--- config.mk ---
export PLATFORM = sky130hd
export DESIGN_NAME = i2cra_seq
export DESIGN_NICKNAME = d
export VERILOG_FILES = /design/src/hw/rtl/i2cra_pkg.sv /design/src/hw/rtl/i2cra_seq.sv
export SDC_FILE = /design/constraint.sdc
export NUM_CORES = 1
export LEC_CHECK = 0
export BUFFER_PORTS_ARGS = -buffer_cell sky130_fd_sc_hd__buf_4
export CAP_MARGIN = 20
export CORE_UTILIZATION = 35
export DETAILED_ROUTE_END_ITERATION = 10
export GPL_ROUTABILITY_DRIVEN = 0
export GPL_TIMING_DRIVEN = 0
export REMOVE_ABC_BUFFERS = 1
export SLEW_MARGIN = 40
export SYNTH_ARGS = -nofsm -noshare
export SYNTH_HDL_FRONTEND = slang
export SYNTH_SLANG_ARGS = --single-unit
--- constraint.sdc ---
create_clock -name i_clk -period 2.65 [get_ports i_clk]
set_clock_uncertainty 0.2 [all_clocks]
set_input_delay 0.1325 -clock i_clk [delete_from_list [all_inputs] [get_ports i_clk]]
set_output_delay 0.1325 -clock i_clk [all_outputs]
set_load 0.02 [all_outputs]
--- src/hw/rtl/i2cra_pkg.sv ---
// shared types and constants for the i2c register access master
package i2cra_pkg;

    localparam int unsigned ByteW   = 8;
    localparam int unsigned ActionW = 2;
    localparam int unsigned StatusW = 3;
    localparam int unsigned CfgIdxW = 1;

    // command codes on the action field
    localparam logic [ActionW-1:0] ACT_TICK  = 2'd0;
    localparam logic [ActionW-1:0] ACT_WRITE = 2'd1;
    localparam logic [ActionW-1:0] ACT_READ  = 2'd2;

    // configuration register indexes
    localparam logic [CfgIdxW-1:0] CFG_DEV_ADDR    = 1'd0;
    localparam logic [CfgIdxW-1:0] CFG_ACK_TIMEOUT = 1'd1;

    localparam logic [ByteW-1:0] DEV_ADDR_RST    = 8'h90;
    localparam logic [ByteW-1:0] ACK_TIMEOUT_RST = 8'd250;

    // completion status codes
    localparam logic [StatusW-1:0] STAT_OK          = 3'd0;
    localparam logic [StatusW-1:0] STAT_ADDR_NACK   = 3'd1;
    localparam logic [StatusW-1:0] STAT_REG_NACK    = 3'd2;
    localparam logic [StatusW-1:0] STAT_DATA_NACK   = 3'd3;
    localparam logic [StatusW-1:0] STAT_RADDR_NACK  = 3'd4;

    // one result of the sequencer
    typedef struct packed {
        logic               scl_out;
        logic               sda_out;
        logic               busy_res;
        logic               done_res;
        logic [StatusW-1:0] status;
        logic [ByteW-1:0]   read_data;
    } t_seq_res;

endpackage

--- src/hw/rtl/i2cra_seq.sv ---
// bus sequencer: phase state, shift registers and config, one phase per step
module i2cra_seq
    import i2cra_pkg::*;
(
    input  logic               i_clk,
    input  logic               i_rst_n,
    input  logic               i_step,
    input  logic [ActionW-1:0] i_action,
    input  logic [ByteW-1:0]   i_reg_addr,
    input  logic [ByteW-1:0]   i_write_data,
    input  logic               i_sda_in,
    input  logic               i_cfg_we,
    input  logic [CfgIdxW-1:0] i_cfg_idx,
    input  logic [ByteW-1:0]   i_cfg_data,
    output t_seq_res           o_res
);

    localparam logic [4:0] PH_IDLE  = 5'd0;
    localparam logic [4:0] PH_ST1   = 5'd1;
    localparam logic [4:0] PH_ST2   = 5'd2;
    localparam logic [4:0] PH_ST3   = 5'd3;
    localparam logic [4:0] PH_TXD   = 5'd4;
    localparam logic [4:0] PH_TXH   = 5'd5;
    localparam logic [4:0] PH_TXL   = 5'd6;
    localparam logic [4:0] PH_AREL  = 5'd7;
    localparam logic [4:0] PH_AHI   = 5'd8;
    localparam logic [4:0] PH_APOLL = 5'd9;
    localparam logic [4:0] PH_RDL   = 5'd10;
    localparam logic [4:0] PH_RDH   = 5'd11;
    localparam logic [4:0] PH_NK1   = 5'd12;
    localparam logic [4:0] PH_NK2   = 5'd13;
    localparam logic [4:0] PH_NK3   = 5'd14;
    localparam logic [4:0] PH_SP1   = 5'd15;
    localparam logic [4:0] PH_SP2   = 5'd16;
    localparam logic [4:0] PH_SP3   = 5'd17;
    localparam logic [4:0] PH_SP4   = 5'd18;

    localparam logic [1:0] STG_ADDR  = 2'd0;
    localparam logic [1:0] STG_REG   = 2'd1;
    localparam logic [1:0] STG_DATA  = 2'd2;
    localparam logic [1:0] STG_RADDR = 2'd3;

    logic [4:0]         r_phase, n_phase;
    logic [3:0]         r_bit_idx, n_bit_idx;
    logic [ByteW-1:0]   r_tx, n_tx;
    logic [ByteW-1:0]   r_rx, n_rx;
    logic [ByteW-1:0]   r_ack_cnt, n_ack_cnt;
    logic [ByteW-1:0]   r_held_reg, n_held_reg;
    logic [ByteW-1:0]   r_held_data, n_held_data;
    logic               r_is_read, n_is_read;
    logic [StatusW-1:0] r_last_status, n_last_status;
    logic [1:0]         r_stage, n_stage;
    logic [StatusW-1:0] r_pend, n_pend;
    logic [ByteW-1:0]   r_read_hold, n_read_hold;
    logic               r_scl, n_scl;
    logic               r_sda, n_sda;
    logic               n_done;
    logic [ByteW-1:0]   r_dev_addr;
    logic [ByteW-1:0]   r_ack_to;

    // next state for one bus tick
    always_comb begin
        n_phase       = r_phase;
        n_bit_idx     = r_bit_idx;
        n_tx          = r_tx;
        n_rx          = r_rx;
        n_ack_cnt     = r_ack_cnt;
        n_held_reg    = r_held_reg;
        n_held_data   = r_held_data;
        n_is_read     = r_is_read;
        n_last_status = r_last_status;
        n_stage       = r_stage;
        n_pend        = r_pend;
        n_read_hold   = r_read_hold;
        n_scl         = r_scl;
        n_sda         = r_sda;
        n_done        = 1'b0;
        case (r_phase)
            PH_IDLE: begin
                if (i_action == ACT_WRITE || i_action == ACT_READ) begin
                    n_held_reg  = i_reg_addr;
                    n_held_data = i_write_data;
                    n_is_read   = (i_action == ACT_READ);
                    n_stage     = STG_ADDR;
                    n_phase     = PH_ST1;
                end
            end
            PH_ST1: begin
                n_sda   = 1'b1;
                n_scl   = 1'b1;
                n_phase = PH_ST2;
            end
            PH_ST2: begin
                n_sda   = 1'b0;
                n_phase = PH_ST3;
            end
            PH_ST3: begin
                n_scl     = 1'b0;
                n_tx      = (r_stage == STG_RADDR) ? (r_dev_addr | 8'h01) : r_dev_addr;
                n_bit_idx = 4'd0;
                n_phase   = PH_TXD;
            end
            PH_TXD: begin
                n_scl   = 1'b0;
                n_sda   = r_tx[ByteW-1];
                n_phase = PH_TXH;
            end
            PH_TXH: begin
                n_scl   = 1'b1;
                n_phase = PH_TXL;
            end
            PH_TXL: begin
                n_scl     = 1'b0;
                n_tx      = {r_tx[ByteW-2:0], 1'b0};
                n_bit_idx = r_bit_idx + 4'd1;
                n_phase   = (n_bit_idx >= 4'd8) ? PH_AREL : PH_TXD;
            end
            PH_AREL: begin
                n_sda   = 1'b1;
                n_phase = PH_AHI;
            end
            PH_AHI: begin
                n_scl     = 1'b1;
                n_ack_cnt = '0;
                n_phase   = PH_APOLL;
            end
            PH_APOLL: begin
                if (!i_sda_in) begin
                    // acknowledged: move to the next byte of the sequence
                    n_scl = 1'b0;
                    case (r_stage)
                        STG_ADDR: begin
                            n_stage   = STG_REG;
                            n_tx      = r_held_reg;
                            n_bit_idx = 4'd0;
                            n_phase   = PH_TXD;
                        end
                        STG_REG: begin
                            if (r_is_read) begin
                                n_stage = STG_RADDR;
                                n_phase = PH_ST1;
                            end else begin
                                n_stage   = STG_DATA;
                                n_tx      = r_held_data;
                                n_bit_idx = 4'd0;
                                n_phase   = PH_TXD;
                            end
                        end
                        STG_DATA: begin
                            n_pend  = STAT_OK;
                            n_phase = PH_SP1;
                        end
                        default: begin
                            n_bit_idx = 4'd0;
                            n_rx      = '0;
                            n_phase   = PH_RDL;
                        end
                    endcase
                end else if (r_ack_cnt >= r_ack_to) begin
                    // give up: status is the failing byte plus one
                    n_pend  = {1'b0, r_stage} + 3'd1;
                    n_phase = PH_SP1;
                end else begin
                    n_ack_cnt = r_ack_cnt + 8'd1;
                end
            end
            PH_RDL: begin
                n_sda   = 1'b1;
                n_scl   = 1'b0;
                n_phase = PH_RDH;
            end
            PH_RDH: begin
                n_scl     = 1'b1;
                n_rx      = {r_rx[ByteW-2:0], i_sda_in};
                n_bit_idx = r_bit_idx + 4'd1;
                n_phase   = (n_bit_idx >= 4'd8) ? PH_NK1 : PH_RDL;
            end
            PH_NK1: begin
                n_scl   = 1'b0;
                n_sda   = 1'b1;
                n_phase = PH_NK2;
            end
            PH_NK2: begin
                n_scl   = 1'b1;
                n_phase = PH_NK3;
            end
            PH_NK3: begin
                n_scl   = 1'b0;
                n_pend  = STAT_OK;
                n_phase = PH_SP1;
            end
            PH_SP1: begin
                n_sda   = 1'b0;
                n_scl   = 1'b0;
                n_phase = PH_SP2;
            end
            PH_SP2: begin
                n_scl   = 1'b1;
                n_phase = PH_SP3;
            end
            PH_SP3: begin
                n_sda   = 1'b1;
                n_phase = PH_SP4;
            end
            PH_SP4: begin
                n_last_status = r_pend;
                if (r_pend == STAT_OK && r_is_read) begin
                    n_read_hold = r_rx;
                end
                n_done  = 1'b1;
                n_phase = PH_IDLE;
            end
            default: begin
                n_scl   = 1'b1;
                n_sda   = 1'b1;
                n_phase = PH_IDLE;
            end
        endcase
    end

    // result of this tick, registered by the top level
    assign o_res.scl_out   = n_scl;
    assign o_res.sda_out   = n_sda;
    assign o_res.busy_res  = (n_phase != PH_IDLE);
    assign o_res.done_res  = n_done;
    assign o_res.status    = n_last_status;
    assign o_res.read_data = n_read_hold;

    // sequencer state update on each step
    always_ff @(posedge i_clk) begin
        if (!i_rst_n) begin
            r_phase       <= PH_IDLE;
            r_bit_idx     <= '0;
            r_tx          <= '0;
            r_rx          <= '0;
            r_ack_cnt     <= '0;
            r_held_reg    <= '0;
            r_held_data   <= '0;
            r_is_read     <= 1'b0;
            r_last_status <= STAT_OK;
            r_stage       <= STG_ADDR;
            r_pend        <= STAT_OK;
            r_read_hold   <= '0;
            r_scl         <= 1'b1;
            r_sda         <= 1'b1;
        end else if (i_step) begin
            r_phase       <= n_phase;
            r_bit_idx     <= n_bit_idx;
            r_tx          <= n_tx;
            r_rx          <= n_rx;
            r_ack_cnt     <= n_ack_cnt;
            r_held_reg    <= n_held_reg;
            r_held_data   <= n_held_data;
            r_is_read     <= n_is_read;
            r_last_status <= n_last_status;
            r_stage       <= n_stage;
            r_pend        <= n_pend;
            r_read_hold   <= n_read_hold;
            r_scl         <= n_scl;
            r_sda         <= n_sda;
        end
    end

    // configuration registers
    always_ff @(posedge i_clk) begin
        if (!i_rst_n) begin
            r_dev_addr <= DEV_ADDR_RST;
            r_ack_to   <= ACK_TIMEOUT_RST;
        end else if (i_cfg_we) begin
            case (i_cfg_idx)
                CFG_DEV_ADDR:    r_dev_addr <= i_cfg_data;
                CFG_ACK_TIMEOUT: r_ack_to   <= i_cfg_data;
                default: begin
                end
            endcase
        end
    end

endmodule

==> flow_metrics.env <==
export IMPL_setup_violations=1
export IMPL_synth_seq_cells=84
export IMPL_synth_xor_area_frac=0.00976
export IMPL_clkSinkCount=84
export IMPL_vias=4008
export IMPL_hpwlAfterDp_um=7100
export IMPL_slew_limit_headroom=0.552
export IMPL_hp_start="i_action[0]"
export IMPL_synthAdderAreaFrac=0.0418
export IMPL_peakVddDrop_mv=0.413
export IMPL_numCtsBuffers=9
export IMPL_setup_tns_final_ns=-0.216
export IMPL_swShare=0.260
export IMPL_cp_num_buf_inv=2
export IMPL_setup_worst_path_end_class="output pin"
export IMPL_finalHoldViolCount=0
export IMPL_tritoncts="built"
export IMPL_critical_path_slowest_cell="or4b_4"
export IMPL_synth_compound_area_frac=0.210
export IMPL_die_x_um=115
export IMPL_grt_setup_unrepaired="true"
export IMPL_antenna_found_initial=0
export IMPL_numPortBuffers=46
export IMPL_power_leakage_nw=2.25
export IMPL_holdCritPathClass="input port to flip-flop"
export IMPL_clockBufferDepth=2
export IMPL_area_delta_synth_final_pct=26.9
export IMPL_clock_fmax_mhz=349
export IMPL_viasPerCell=5.13
export IMPL_drive_gt1_frac=0.195
export IMPL_p_seq_frac=0.443
export IMPL_dp_cells=724
export IMPL_cap_violations=0
export IMPL_coreArea_um2=12300
export IMPL_grt_pass1_wl_um=18000
export IMPL_ys_warn_count=0
export IMPL_synth_simple_gate_area_share=0.228
export IMPL_cp_max_fo=2
export IMPL_drt_pre_antenna_iters=4
export IMPL_p_switching_mw=0.797
export IMPL_grt_max_degree=39
export IMPL_whs_ns=0.0237
export IMPL_crit_path_start="r_ack_to[2]"
export IMPL_synth_flop_cell="dfxtp_1"
export IMPL_powerDensity_nw_per_um2=537
export IMPL_drc_errors=0
export IMPL_htreeDepth=3
export IMPL_grt_usage=0.171
export IMPL_start_kind="flip-flop"
export IMPL_p_comb_frac=0.150
export IMPL_tightestPinTransition_ns=0.671
export IMPL_cp_slowest_stage_delay_ns=0.54
export IMPL_synth_edf_count=0
export IMPL_syn_area_um2=4490
export IMPL_yosysUniqueCellTypes=67
export IMPL_cts_root_buf="clkbuf_16"
export IMPL_ys_async_sr_fraction=0
export IMPL_r2r_start="r_phase[4]"
export IMPL_ys_seq_area_frac=0.375
export IMPL_synth_top_family_by_area="simple AND/OR/NAND/NOR gates"
export IMPL_preCtsSetupSlack_ns=-0.287
export IMPL_synth_cells=547
export IMPL_timing_final_ws_setup_ns=-0.216
export IMPL_status="finished, violations left"
export IMPL_avgRoutedWirePerCell_um=13.8
export IMPL_grt_overflow_total=0
export IMPL_clk_pin_slew_worst_paths_ns=0.06
export IMPL_start_util=0.366
export IMPL_crit_required_ns=2.32
export IMPL_num_io_pins=47
export IMPL_nNetsFinal=656
export IMPL_grt_pass1_vias=3789
export IMPL_die_area_um2=13300
export IMPL_post_route_min_period_ns=2.87
export IMPL_violations="negative setup slack"
export IMPL_synth_mux_area_frac=0.0789
export IMPL_n_antenna_cell=0
export IMPL_stdcell_count=782
export IMPL_ant_nets=0
export IMPL_post_route_period_util=1.08
export IMPL_synth_area_per_cell_um2=8.20
export IMPL_critPathArrivalTime_ns=2.53
export IMPL_power_mw=3.06
export IMPL_insertion_delay_ns=0.34
export IMPL_intPower_mw=2.26
export IMPL_critPathTopFamily="compound AO/OA/AOI/OAI gates"
export IMPL_critical_path_cell_chain="inv_2 > ha_4 > a211oi_2 > o21ai_2 > a21o_1 > a211oi_4 > o22ai_2 > or4b_4 > buf_6"
export IMPL_p_clk_frac=0.407
export IMPL_finalMaxSlewViolations=0
export IMPL_dieHeight_um=115
export IMPL_std_cell_rows=40
export IMPL_drtIter0Drc=172
export IMPL_worstSetupPathType="flip-flop to output pin"
export IMPL_wl_um=10800
-- placed cells by master, fill, tap and decap left out, types with 4 or more instances in the layout --
master,instances
a221o_1,7
dlygate4sd3_1,37
a21o_1,4
dfxtp_4,6
nand2b_1,9
a21oi_1,50
nor3_1,13
or3_1,4
nand2_1,78
mux2i_1,20
inv_1,18
xnor2_1,4
o211ai_1,8
a22oi_1,9
buf_4,49
nor2_1,58
o21ai_0,15
nor2b_1,9
o22ai_1,4
ha_1,12
dfxtp_1,75
mux2_4,8
a211oi_1,4
clkbuf_16,9
nand3_1,13
nor2_2,8
-- stage by stage --
stage | util | instance area (um2)
6_report | 0.464 | 5690
5_1_grt | 0.464 | 5690
4_1_cts | 0.461 | 5660
3_5_place_dp | 0.399 | 4890
3_3_place_gp | 0.397 | 4860
2_1_floorplan | - | 4310
-- repair_timing --
item	CTS	global route
endpoints found under the setup margin	34	15
pin swaps	7	0
resized for setup	24	5
hold buffers	37	0
setup buffers	4	0
hold endpoints to repair	38	0
-- cell type report --
| type | count | area (um2) |
|---|---|---|
| sequential | 84 | 1710 |
| clock buffer | 11 | 233 |
| multi-input combinational | 405 | 2630 |
| clock inverter | 5 | 62.6 |
| fill | 1211 | 6570 |
| inverter | 20 | 76.3 |
| tap | 168 | 210 |
| timing repair buffer | 89 | 774 |
-- power groups by stage --
stage	clock (mW)	combinational [mW]	sequential [mW]
final	1.24	0.458	1.36
after floorplan	0	0.255	1.37
after global placement	0	0.378	1.38
after detailed placement	0	0.392	1.39
after CTS	1.29	0.455	1.35
after global routing	1.34	0.505	1.36
-- worst paths after layout --
check / end / slack (ns) / depth (start not counted)
worst max register to register: r_bit_idx[2] / 0.16 / 5
worst min register to register: r_held_reg[3] / 0.25 / 2
worst min-delay path: r_is_read / 0.02 / 5
worst max-delay path: o_res[12] / -0.22 / 9
-- cells by family after synthesis --
| kind of cell | count (synthesis) |
|---|---|
| AO/OA/AOI/OAI | 137 |
| buffers and inverters | 58 |
| multiplexers | 31 |
| XOR/XNOR | 5 |
| adder cells (fa/ha/maj) | 15 |
| AND/OR/NAND/NOR | 217 |
| flip-flops | 84 |
-- routing by layer --
metal  share of wire  wire, um  global-route usage
met5               0         0                   0
met4           0.012       125              0.0468
met3           0.036       385              0.0332
met2            0.49      5280               0.302
met1            0.46      5000               0.212
-- cells in the mapped netlist (5+ instances only) --
master     n  area [um2]
a211oi_1   5        37.5
a21oi_1   50         250
a221o_1    7        70.1
a22oi_1    9        67.6
buf_2      5        25.0
clkbuf_1  24        90.1
dfxtp_1   84        1680
ha_1      15         188
inv_1     19        71.3
mux2_4     8         120
mux2i_1   20         200
nand2_1   78         293
nand2b_1   9        56.3
nand3_1   13        65.1
nor2_1    58         218
nor2_2     9        56.3
nor2b_1    9        56.3
nor3_1    13        65.1
o211ai_1   8        60.1
o21ai_0   15        75.1
o22ai_1    5        31.3
-- worst reg2reg max path, cell delays in order, from the launching register on --
cell	delay, ns
dfxtp_4	0.49
and3b_1	0.28
nand2_1	0.42
o211ai_1	0.35
or4b_1	0.54
a21oi_1	0.14
(Power assumes the default switching activity.)
